## src/hdl/jsu_pkg.sv

```systemverilog
// Shared types, phase codes, character codes and helpers for the string unescape unit.
package jsu_pkg;

  // Decoder phase
  typedef enum logic [2:0] {
    PH_IDLE = 3'd0,
    PH_STR  = 3'd1,
    PH_ESC  = 3'd2,
    PH_HEX0 = 3'd3,
    PH_HEX1 = 3'd4,
    PH_HEX2 = 3'd5,
    PH_HEX3 = 3'd6
  } phase_t;

  // Error codes
  localparam logic [2:0] ERR_NONE     = 3'd0;
  localparam logic [2:0] ERR_ESCAPE   = 3'd1;
  localparam logic [2:0] ERR_UNICODE  = 3'd2;
  localparam logic [2:0] ERR_UNTERM   = 3'd3;
  localparam logic [2:0] ERR_NO_QUOTE = 3'd4;

  // Character codes
  localparam logic [7:0] CH_QUOTE     = 8'h22;
  localparam logic [7:0] CH_BACKSLASH = 8'h5C;
  localparam logic [7:0] CH_SLASH     = 8'h2F;
  localparam logic [7:0] CH_B         = 8'h62;
  localparam logic [7:0] CH_F         = 8'h66;
  localparam logic [7:0] CH_N         = 8'h6E;
  localparam logic [7:0] CH_R         = 8'h72;
  localparam logic [7:0] CH_T         = 8'h74;
  localparam logic [7:0] CH_U         = 8'h75;
  localparam logic [7:0] CC_BS        = 8'h08;
  localparam logic [7:0] CC_FF        = 8'h0C;
  localparam logic [7:0] CC_LF        = 8'h0A;
  localparam logic [7:0] CC_CR        = 8'h0D;
  localparam logic [7:0] CC_TAB       = 8'h09;

  // UTF-8 limits and lead/continuation marks
  localparam logic [15:0] UTF_MAX1   = 16'h007F;
  localparam logic [15:0] UTF_MAX2   = 16'h07FF;
  localparam logic [7:0]  UTF_LEAD2  = 8'hC0;
  localparam logic [7:0]  UTF_LEAD3  = 8'hE0;
  localparam logic [7:0]  UTF_CONT   = 8'h80;
  localparam logic [7:0]  UTF_MASK6  = 8'h3F;

  // One input transaction
  typedef struct packed {
    logic [7:0] data_byte;
    logic       end_of_input;
  } item_t;

  // One output transaction
  typedef struct packed {
    logic [7:0] out_byte;
    logic       byte_valid;
    logic       string_done;
    logic [2:0] error_code;
    logic       last;
  } result_t;

  // All results caused by one input item
  typedef struct packed {
    logic [1:0] count;
    logic [7:0] byte0;
    logic [7:0] byte1;
    logic [7:0] byte2;
    logic       string_done;
    logic [2:0] error_code;
  } group_t;

  // Hex digit decode: bit 4 set when the byte is a hex digit
  function automatic logic [4:0] hex_digit(input logic [7:0] b);
    logic [4:0] r;
    r = 5'd0;
    if (b >= 8'h30 && b <= 8'h39) begin
      r = {1'b1, 4'(b - 8'h30)};
    end else if (b >= 8'h41 && b <= 8'h46) begin
      r = {1'b1, 4'(b - 8'h37)};
    end else if (b >= 8'h61 && b <= 8'h66) begin
      r = {1'b1, 4'(b - 8'h57)};
    end
    return r;
  endfunction

endpackage

```

## src/hdl/jsu_decode.sv

```systemverilog
// Decoder: phase and hex accumulator state, maps one input item to its result group.
module jsu_decode (
  input  logic           clk,
  input  logic           rst,
  input  logic           fire,
  input  jsu_pkg::item_t item,
  output jsu_pkg::group_t grp
);

  jsu_pkg::phase_t phase, phase_next;
  logic [11:0]     hex_accum, hex_accum_next;
  logic [4:0]      dig;
  logic [15:0]     code;
  logic [7:0]      b;
  logic            eoi;

  assign b    = item.data_byte;
  assign eoi  = item.end_of_input;
  assign dig  = jsu_pkg::hex_digit(b);
  assign code = {hex_accum, dig[3:0]};

  // Next state and result group
  always_comb begin
    phase_next     = phase;
    hex_accum_next = hex_accum;
    grp            = '0;
    case (phase)
      jsu_pkg::PH_STR: begin
        if (eoi) begin
          grp.count      = 2'd1;
          grp.error_code = jsu_pkg::ERR_UNTERM;
          phase_next     = jsu_pkg::PH_IDLE;
          hex_accum_next = '0;
        end else if (b == jsu_pkg::CH_QUOTE) begin
          grp.count       = 2'd1;
          grp.string_done = 1'b1;
          phase_next      = jsu_pkg::PH_IDLE;
        end else if (b == jsu_pkg::CH_BACKSLASH) begin
          phase_next = jsu_pkg::PH_ESC;
        end else begin
          grp.count = 2'd1;
          grp.byte0 = b;
        end
      end
      jsu_pkg::PH_ESC: begin
        if (eoi) begin
          grp.count      = 2'd1;
          grp.error_code = jsu_pkg::ERR_ESCAPE;
          phase_next     = jsu_pkg::PH_IDLE;
          hex_accum_next = '0;
        end else begin
          grp.count  = 2'd1;
          phase_next = jsu_pkg::PH_STR;
          case (b)
            jsu_pkg::CH_QUOTE:     grp.byte0 = jsu_pkg::CH_QUOTE;
            jsu_pkg::CH_BACKSLASH: grp.byte0 = jsu_pkg::CH_BACKSLASH;
            jsu_pkg::CH_SLASH:     grp.byte0 = jsu_pkg::CH_SLASH;
            jsu_pkg::CH_B:         grp.byte0 = jsu_pkg::CC_BS;
            jsu_pkg::CH_F:         grp.byte0 = jsu_pkg::CC_FF;
            jsu_pkg::CH_N:         grp.byte0 = jsu_pkg::CC_LF;
            jsu_pkg::CH_R:         grp.byte0 = jsu_pkg::CC_CR;
            jsu_pkg::CH_T:         grp.byte0 = jsu_pkg::CC_TAB;
            jsu_pkg::CH_U: begin
              grp.count      = 2'd0;
              phase_next     = jsu_pkg::PH_HEX0;
              hex_accum_next = '0;
            end
            default: begin
              grp.error_code = jsu_pkg::ERR_ESCAPE;
              phase_next     = jsu_pkg::PH_IDLE;
              hex_accum_next = '0;
            end
          endcase
        end
      end
      jsu_pkg::PH_HEX0, jsu_pkg::PH_HEX1, jsu_pkg::PH_HEX2, jsu_pkg::PH_HEX3: begin
        if (eoi || !dig[4]) begin
          grp.count      = 2'd1;
          grp.error_code = jsu_pkg::ERR_UNICODE;
          phase_next     = jsu_pkg::PH_IDLE;
          hex_accum_next = '0;
        end else if (phase == jsu_pkg::PH_HEX3) begin
          // Fourth digit: emit the code point as UTF-8
          hex_accum_next = '0;
          phase_next     = jsu_pkg::PH_STR;
          if (code <= jsu_pkg::UTF_MAX1) begin
            grp.count = 2'd1;
            grp.byte0 = code[7:0];
          end else if (code <= jsu_pkg::UTF_MAX2) begin
            grp.count = 2'd2;
            grp.byte0 = jsu_pkg::UTF_LEAD2 | {3'd0, code[10:6]};
            grp.byte1 = jsu_pkg::UTF_CONT | ({2'd0, code[5:0]} & jsu_pkg::UTF_MASK6);
          end else begin
            grp.count = 2'd3;
            grp.byte0 = jsu_pkg::UTF_LEAD3 | {4'd0, code[15:12]};
            grp.byte1 = jsu_pkg::UTF_CONT | ({2'd0, code[11:6]} & jsu_pkg::UTF_MASK6);
            grp.byte2 = jsu_pkg::UTF_CONT | ({2'd0, code[5:0]} & jsu_pkg::UTF_MASK6);
          end
        end else begin
          hex_accum_next = {hex_accum[7:0], dig[3:0]};
          phase_next     = jsu_pkg::phase_t'(phase + 3'd1);
        end
      end
      default: begin
        // Idle: wait for the opening quote; any other input is a missing-quote error
        hex_accum_next = '0;
        if (!eoi && b == jsu_pkg::CH_QUOTE) begin
          phase_next = jsu_pkg::PH_STR;
        end else begin
          grp.count      = 2'd1;
          grp.error_code = jsu_pkg::ERR_NO_QUOTE;
          phase_next     = jsu_pkg::PH_IDLE;
        end
      end
    endcase
  end

  // State registers
  always_ff @(posedge clk) begin
    if (rst) begin
      phase     <= jsu_pkg::PH_IDLE;
      hex_accum <= '0;
    end else if (fire) begin
      phase     <= phase_next;
      hex_accum <= hex_accum_next;
    end
  end

endmodule

```

## src/hdl/jsu_out.sv

```systemverilog
// Result register: holds one group, sends one transaction per cycle unless stalled.
module jsu_out (
  input  logic             clk,
  input  logic             rst,
  input  logic             load,
  input  jsu_pkg::group_t  grp,
  input  logic             result_stall,
  output logic             result_valid,
  output jsu_pkg::result_t result,
  output logic             can_load
);

  logic [1:0] cnt;
  logic [7:0] b0, b1, b2;
  logic       done;
  logic [2:0] err;
  logic       pop;

  assign result_valid = (cnt != 2'd0);
  assign pop          = result_valid && !result_stall;
  // Room once the held group is empty or its final transaction leaves now
  assign can_load     = (cnt == 2'd0) || (cnt == 2'd1 && !result_stall);

  always_comb begin
    result.byte_valid  = !done && (err == jsu_pkg::ERR_NONE);
    result.out_byte    = b0;
    result.string_done = done;
    result.error_code  = err;
    result.last        = (cnt == 2'd1);
  end

  // Count of pending results
  always_ff @(posedge clk) begin
    if (rst) begin
      cnt <= 2'd0;
    end else if (load) begin
      cnt <= grp.count;
    end else if (pop) begin
      cnt <= cnt - 2'd1;
    end
  end

  // Payload: shift down on each transaction
  always_ff @(posedge clk) begin
    if (load) begin
      b0   <= grp.byte0;
      b1   <= grp.byte1;
      b2   <= grp.byte2;
      done <= grp.string_done;
      err  <= grp.error_code;
    end else if (pop) begin
      b0 <= b1;
      b1 <= b2;
    end
  end

endmodule

```

## src/hdl/json_string_unescape_unit.sv

```systemverilog
// Top level of the JSON string unescape unit: input register, decoder, result register.
//
// Input channel (item_valid / item_stall / item): one string byte, or an end-of-input
// mark, per transaction, starting at the opening quote. Output channel (result_valid /
// result_stall / result): decoded bytes, plus one done or error transaction that ends
// a string. Each input causes zero to three results; the last carries the last flag.
// An accepted input waits in the input register until the result register has room.
// Throughput: one input per cycle while each input yields at most one result and
// result_stall is low. A \u escape that expands to two or three UTF-8 bytes holds
// the result register until they leave; the next input waits in the input register.
// The single result register, drained one per cycle unless stalled, sets this figure.
// A new input is taken while a result still waits to be taken, as long as the input
// register is free or moves into the decoder in that cycle.
// Reset (rst, synchronous) empties both registers and puts the decoder back to waiting
// for an opening quote. While result_stall is high the shown result holds; the input
// register fills and then item_stall rises.
module json_string_unescape_unit (
  input  logic             clk,
  input  logic             rst,
  input  logic             item_valid,
  output logic             item_stall,
  input  jsu_pkg::item_t   item,
  output logic             result_valid,
  input  logic             result_stall,
  output jsu_pkg::result_t result
);

  logic            hold_valid;
  jsu_pkg::item_t  hold;
  logic            accept;
  logic            fire;
  logic            can_load;
  jsu_pkg::group_t grp;

  assign fire       = hold_valid && can_load;
  assign item_stall = hold_valid && !can_load;
  assign accept     = item_valid && !item_stall;

  // Input register
  always_ff @(posedge clk) begin
    if (rst) begin
      hold_valid <= 1'b0;
    end else begin
      hold_valid <= accept || (hold_valid && !fire);
    end
  end

  always_ff @(posedge clk) begin
    if (accept) begin
      hold <= item;
    end
  end

  jsu_decode u_decode (
    .clk  (clk),
    .rst  (rst),
    .fire (fire),
    .item (hold),
    .grp  (grp)
  );

  jsu_out u_out (
    .clk          (clk),
    .rst          (rst),
    .load         (fire),
    .grp          (grp),
    .result_stall (result_stall),
    .result_valid (result_valid),
    .result       (result),
    .can_load     (can_load)
  );

endmodule

```

## config.mk

```make
export PLATFORM = sky130hd
export DESIGN_NAME = json_string_unescape_unit
export DESIGN_NICKNAME = d
export VERILOG_FILES = /design/src/hdl/jsu_pkg.sv /design/src/hdl/jsu_decode.sv /design/src/hdl/jsu_out.sv /design/src/hdl/json_string_unescape_unit.sv
export SDC_FILE = /design/constraint.sdc
export NUM_CORES = 1
export LEC_CHECK = 0
export BUFFER_PORTS_ARGS = -buffer_cell sky130_fd_sc_hd__buf_2
export CAP_MARGIN = 20
export CELL_PAD_IN_SITES_DETAIL_PLACEMENT = 1
export CELL_PAD_IN_SITES_GLOBAL_PLACEMENT = 2
export CORE_MARGIN = 1
export CORE_UTILIZATION = 38
export CTS_BUF_LIST = sky130_fd_sc_hd__clkbuf_16
export CTS_CLUSTER_DIAMETER = 50
export DETAILED_ROUTE_END_ITERATION = 8
export PLACE_DENSITY = 0.85
export SLEW_MARGIN = 25
export SYNTH_ARGS = -nofsm -noshare
export SYNTH_HDL_FRONTEND = slang
export SYNTH_SLANG_ARGS = --single-unit
```

## constraint.sdc

```tcl
create_clock -name clk -period 2.7 [get_ports clk]
set_clock_uncertainty 0.05 [all_clocks]
set_input_delay 0.27 -clock clk [delete_from_list [all_inputs] [get_ports clk]]
set_output_delay 0.27 -clock clk [all_outputs]
set_load 0.03 [all_outputs]
```

* After elaboration in Yosys (flattened, before gate mapping)
Cells that the tools add are included.
** Storage, ports and cells
- Register bits :: 55
- Latch bits :: 0
- Bits in writable memories :: 0
- Bits in read-only memories :: 0
- Bits of input ports :: 13
- Output and inout bits :: 16
- Word-level logic and storage cells :: 131
- Memories kept :: 0
** Cells by class
- Add/sub/neg operators :: 5
- Multiply operators :: 0
- Divide/modulo/power cells :: 0
- $lt $le $gt $ge :: 8
- Equal/unequal tests :: 19
- Shift operators :: 0
- Multiplexer cells :: 51
- Bitwise operators :: 3
- Reduce and logical (&&, ||, !) cells :: 33
** Operators by type and width (count)
- 2-to-1 mux 8 bit :: 8
- 2-to-1 mux 12 bit :: 5
- equality test 8 x 7 -> 1 bit (second input constant) :: 7
- case mux 7 bit (8 select lines) :: 1
- case mux 12 bit (3 select lines) :: 1
- 2-to-1 mux 16 bit :: 2
- 2-to-1 mux 26 bit :: 1
- 2-to-1 mux 24 bit :: 1
- 2-to-1 mux 3 bit :: 8
- case mux 8 bit (3 select lines) :: 1
- case mux 3 bit (3 select lines) :: 2
- 2-to-1 mux 17 bit :: 1
- equality test 8 x 6 -> 1 bit (second input constant) :: 2
- >= comparator 8 x 7 -> 1 bit (second input constant) :: 2
- <= comparator 16 x 11 -> 1 bit (second input constant) :: 1
- <= comparator 16 x 7 -> 1 bit (second input constant) :: 1
- <= comparator 8 x 7 -> 1 bit (second input constant) :: 2
- 2-to-1 mux 2 bit :: 8
- 2-to-1 mux 5 bit :: 3
- logical AND 1 bit :: 11
- 2-to-1 mux 10 bit :: 1
- equality test 3 bit (second input constant) :: 3
- 2-to-1 mux 9 bit :: 1
- OR reduction 9 bit :: 1
- other kinds (27) :: 45

* Depth between registers and ports, before layout
- Depth after elaboration :: 12
- Gate-level depth with buffers :: 10
- Gate-level depth less buffers :: 8

* Hierarchy
From an unflattened synthesis, not the netlist that was laid out.
** Unflattened totals
- Cells, all modules :: 341
- Area, all modules :: 3414.5 um^2
** By module, submodules not included
- jsu_decode :: instances 1, cells an instance 260, area an instance 1894.3 um^2, seq. area each 300.3 um^2
- jsu_out :: instances 1, cells an instance 67, area an instance 1193.6 um^2, seq. area each 880.8 um^2
- json_string_unescape_unit :: instances 1, cells an instance 14, area an instance 326.6 um^2, seq. area each 290.3 um^2

* Least setup slack after synthesis
Ideal clock, no wire load.
- Kind :: register -> register
- Start :: reg u_out.cnt[0]
- End :: reg u_out.cnt[0]
- Setup time :: 0.069 ns
- Arrival time :: 2.358 ns
- Required time :: 2.581 ns
- Path slack :: 0.223 ns
- Stages on the path, launching flop included :: 7
- Buffers on the path :: 0
- Clock period less this slack :: 2.477 ns
- Cell sequence :: dfxtp_1 > inv_1 > ha_1 > o21ai_0 > o211a_1 > o21ai_0 > o21ai_1
** Between the ends
- Cells in the longest elaborated chain, start to end :: 5
- Elaborated cells on any way between the ends :: 11
- Those cells by class :: 1 x add/sub; 1 x eq/ne; 2 x mux; 7 x reduce/logical
** Ends and longest elaborated chain
- start, declared :: RTL line jsu_out.sv:13 : logic [1:0] cnt;
- start signal, assigned :: RTL line jsu_out.sv:37 : cnt <= grp.count;
- start signal, assigned :: RTL line jsu_out.sv:39 : cnt <= cnt - 2'd1;
- branches (longest 5 deep; another with subtractor 2 x 1 -> 2 bit)
Parallel ways; which one is timed is not known. The select of a mux whose other input is x is not followed.
A chain may end at the register's enable or synchronous reset.

* Final worst setup path
- Start :: reg hold[2] (netlist name)
- End :: reg u_out.b1[3], data pin
** Between the ends
- Cells in the longest elaborated chain, start to end :: 12
- Elaborated cells on any way between the ends :: 25
- Those cells by class :: 3 x add/sub; 8 x order compare; 9 x mux; 5 x reduce/logical
** Ends and longest elaborated chain
- start, declared :: RTL line json_string_unescape_unit.sv:29 : jsu_pkg::item_t hold;
- start signal, assigned :: RTL line json_string_unescape_unit.sv:50 : hold <= item;
- >= comparator 8 x 7 -> 1 bit / <= comparator 8 x 7 -> 1 bit (equally long branches) :: RTL line jsu_pkg.sv:79 : end else if (b >= 8'h61 && b <= 8'h66) begin
- logical AND 1 bit :: RTL line jsu_pkg.sv:79
- 2-to-1 mux 5 bit :: RTL line jsu_pkg.sv:79
- 2-to-1 mux 5 bit :: RTL line jsu_pkg.sv:77 : end else if (b >= 8'h41 && b <= 8'h46) begin
- 2-to-1 mux 5 bit (*) :: RTL line jsu_pkg.sv:75 : if (b >= 8'h30 && b <= 8'h39) begin
- <= comparator 16 x 11 -> 1 bit :: RTL line jsu_decode.sv:89 : end else if (code <= jsu_pkg::UTF_MAX2) begin
- 2-to-1 mux 17 bit :: RTL line jsu_decode.sv:89
- 2-to-1 mux 16 bit :: RTL line jsu_decode.sv:86 : if (code <= jsu_pkg::UTF_MAX1) begin
- 2-to-1 mux 26 bit :: RTL line jsu_decode.sv:82 : end else if (phase == jsu_pkg::PH_HEX3) begin
- 2-to-1 mux 24 bit (*) :: RTL line jsu_decode.sv:77 : if (eoi || !dig[4]) begin
- 2-to-1 mux 16 bit (*) :: RTL line jsu_decode.sv:27 : case (phase)
- 2-to-1 mux 8 bit (*) :: RTL line jsu_out.sv:45 : if (load) begin
- end signal, assigned :: RTL line jsu_out.sv:47 : b1 <= grp.byte1;
- end, declared :: RTL line jsu_out.sv:14 : logic [7:0] b0, b1, b2;
Every way passes the cells marked *; elsewhere a longest branch is shown, timed or not.

==> results.sh <==
export IMPL_hold_path_class="in2reg"
export IMPL_internal_power_mw=1.71
export IMPL_rows=33
export IMPL_synth_top_cell_by_area="edfxtp_1"
export IMPL_crit_fanout=9
export IMPL_synth_compound_area_frac=0.233
export IMPL_synth_common_cells="36 x nand3_1, 35 x edfxtp_1, 24 x nand2_1, 18 x dfxtp_1, 18 x o211ai_1"
export IMPL_clk_latency_ns=0.30
export IMPL_setup_viol=0
export IMPL_cp_start_kind="register"
export IMPL_min_period_ns=2.49
export IMPL_root_buffer="clkbuf_16"
export IMPL_first_pass_iters=4
export IMPL_grt_max_degree=28
export IMPL_ys_flop_type="edfxtp_1"
export IMPL_fin_cells=498
export IMPL_syn_to_final_growth_pct=16.5
export IMPL_min_path_cells=1
export IMPL_endpoint_kind="register"
export IMPL_cap_violations=0
export IMPL_crit_path_top_delay_cell="edfxtp_1"
export IMPL_reg2reg_from="hold[2]$_DFFE_PP_"
export IMPL_tightestPinTransition_ns=0.732
export IMPL_worst_ep_required_time_ns=2.70
export IMPL_dp_cells=490
export IMPL_ff2ff_setup_slack_ns=0.21
export IMPL_core_sq_um=8300
export IMPL_hold_start="item[0]"
export IMPL_power_frac_seq=0.422
export IMPL_netSwitchingFraction=0.376
export IMPL_synth_xor_area_share=0.00266
export IMPL_cts_tree="built"
export IMPL_vias=3072
export IMPL_grt_overflow=0
export IMPL_grt_pass1_wl_um=16800
export IMPL_drv_slew=0
export IMPL_synth_top_family_by_area="simple AND/OR/NAND/NOR gates"
export IMPL_io_pins=29
export IMPL_drc=0
export IMPL_fin_nets=411
export IMPL_viasPerCell=6.17
export IMPL_synthesis_nets=368
export IMPL_hold_viol_final=0
export IMPL_syn_inst=349
export IMPL_gp_congestion=0.870
export IMPL_synthAdderAreaFrac=0.0228
export IMPL_post_route_period_util=0.923
export IMPL_slew_headroom=0.508
export IMPL_antenna_left=0
export IMPL_numPortBuffers=28
export IMPL_synthMuxAreaShare=0.00987
export IMPL_cts_buffers=5
export IMPL_numClockSinks=53
export IMPL_routed_wl_um=10400
export IMPL_ys_seq_area_frac=0.428
export IMPL_crit_chain="inv_1 -> ha_1 -> nor4b_1 -> a31oi_2 -> a21oi_4 -> nor3_1 -> a221o_1"
export IMPL_async_reset_ff_frac=0
export IMPL_grt_setup_unrepaired="no"
export IMPL_grt_pass1_vias=3039
export IMPL_fp_dieArea_sq_um=9050
export IMPL_vdd_drop_max_v=0.000288
export IMPL_p_clk_frac=0.246
export IMPL_final_layout_size_suffix_gt1_frac=0.216
export IMPL_p_leak_nw=1.37
export IMPL_p_per_area_nw_per_um2=715
export IMPL_crit_arrival_ns=2.49
export IMPL_drt_iter0_drc=209
export IMPL_syn_cell_area_sq_um=3300
export IMPL_synth_top_cell_area_share=0.319
export IMPL_dp_hpwl_um=7820
export IMPL_dieHeight_um=95.1
export IMPL_rr_worst_depth=7
export IMPL_synth_edf_count=35
export IMPL_cpPeakStageDelay_ns=0.50
export IMPL_combPwrFrac=0.332
export IMPL_synth_most_common_cell="nand3_1"
export IMPL_postSynthAreaPerCell_sq_um=9.44
export IMPL_synth_warnings=0
export IMPL_insertedDiodeCount=0
export IMPL_p_switching_mw=1.03
export IMPL_yosys_top_cells_area="edfxtp_1 32%, dfxtp_1 11%, nand3_1 5.5%"
export IMPL_cts_max_path_buffers=2
export IMPL_postCtsSetupBuffers=0
export IMPL_status="completed"
export IMPL_max_freq_ghz=0.401
export IMPL_antenna_found_initial=0
export IMPL_clk_pin_slew_worst_paths_ns=0.08
export IMPL_htreeDepth=2
export IMPL_grt_usage=0.248
export IMPL_start_util=0.397
export IMPL_timing_worst_setup_path_type="reg2reg"
export IMPL_synth_cell_types=70
export IMPL_worstReg2RegEnd="u_out.b1[3]$_DFFE_PP_"
export IMPL_min_to="hold[0]$_DFFE_PP_"
export IMPL_die_x_um=95.1
export IMPL_finalSetupTns_ns=0
export IMPL_synthSimpleGateAreaFrac=0.252
export IMPL_synth_seq_cells=53
export IMPL_avgRoutedWirePerCell_um=20.9
[power by group through the flow]
stage	sequential [mW]	clock, mW	combinational, mW
6_report	1.16	0.675	0.911
5_1_grt	1.18	0.713	0.995
4_1_cts	1.16	0.683	0.911
3_5_place_dp	1.18	0	0.906
3_3_place_gp	1.17	0	0.885
2_1_floorplan	1.26	0	0.533
[flip-flops by register name (all words and copies together) (netlist names)]
register	flops
u_out.b1	7
u_decode.phase	3
u_out.done	1
u_decode.hex_accum	12
hold_valid	1
u_out.err	3
u_out.b0	8
hold	9
u_out.b2	7
u_out.cnt	2
[repair_timing]
action                                  CTS  global route
hold buffers                              0             0
endpoints found under the setup margin    0             3
gates resized for setup                   0             2
[worst max-delay path by stage]
stage	cells after the start	startpoint	slack, ns	to
finish	7	hold[2]$_DFFE_PP_	0.21	u_out.b1[3]$_DFFE_PP_
global route	6	hold[7]$_DFFE_PP_	0.06	u_out.b1[2]$_DFFE_PP_
CTS	7	hold[2]$_DFFE_PP_	0.11	u_out.b1[3]$_DFFE_PP_
detailed placement	7	hold[2]$_DFFE_PP_	0.11	u_out.b1[3]$_DFFE_PP_
global placement	7	hold[2]$_DFFE_PP_	0.29	u_out.b1[0]$_DFFE_PP_
floorplan	6	u_out.cnt[0]$_SDFFE_PP0P_	0.22	u_out.cnt[0]$_SDFFE_PP0P_
[area by class of cell]
type | instances | area (sq um)
Fill cell | 997 | 4460
Inverter | 16 | 60.1
Sequential cell | 53 | 1410
Timing Repair Buffer | 57 | 358
Clock buffer | 5 | 125
Clock inverter | 3 | 25.0
Multi-Input combinational cell | 259 | 1730
Tap cell | 105 | 131
[critical path, delay by kind of cell (launching register included)]
family                   cells  cell delay, ns
AO/OA/AOI/OAI                3            0.80
adder cells (fa/ha/maj)      1            0.27
AND/OR/NAND/NOR              2            0.50
buffers and inverters        1            0.12
flip-flops                   1            0.50
[placed cells by master, fill, tap and decap left out, types with 8 or more instances in the layout]
master,n
buf_4,29
a31oi_1,8
o211ai_1,18
buf_2,28
nand2_1,24
edfxtp_1,35
nor2_1,16
a21oi_1,15
inv_1,14
dfxtp_1,18
nand3_1,36
nor3_1,9
[per-layer routing]
layer,wire [um],GRT usage,share of wire
met1,4690,0.323,0.45
met2,5060,0.417,0.49
met3,380,0.0375,0.037
met4,269,0.0808,0.026
met5,0,0,0
[logic make-up after synthesis]
family          Yosys count
compound gates          104
xor+xnor                  1
fa+ha+maj                 6
buf+inv                  37
flops                    53
mux                       3
simple gates            145
[per-stage QoR]
step	area [sq um]	utilization	hold WS, ns	power, mW	setup slack, ns
finish	3840	0.463	0.0888	2.75	0.209
global route	3840	0.463	0.0899	2.89	0.0647
CTS	3830	0.461	0.0897	2.75	0.113
detailed placement	3680	0.443	0.399	2.08	0.108
global placement	3680	0.443	0.396	2.06	0.289
floorplan	3300	-	0.286	1.79	0.223
Power figures use the tool's default switching activity.
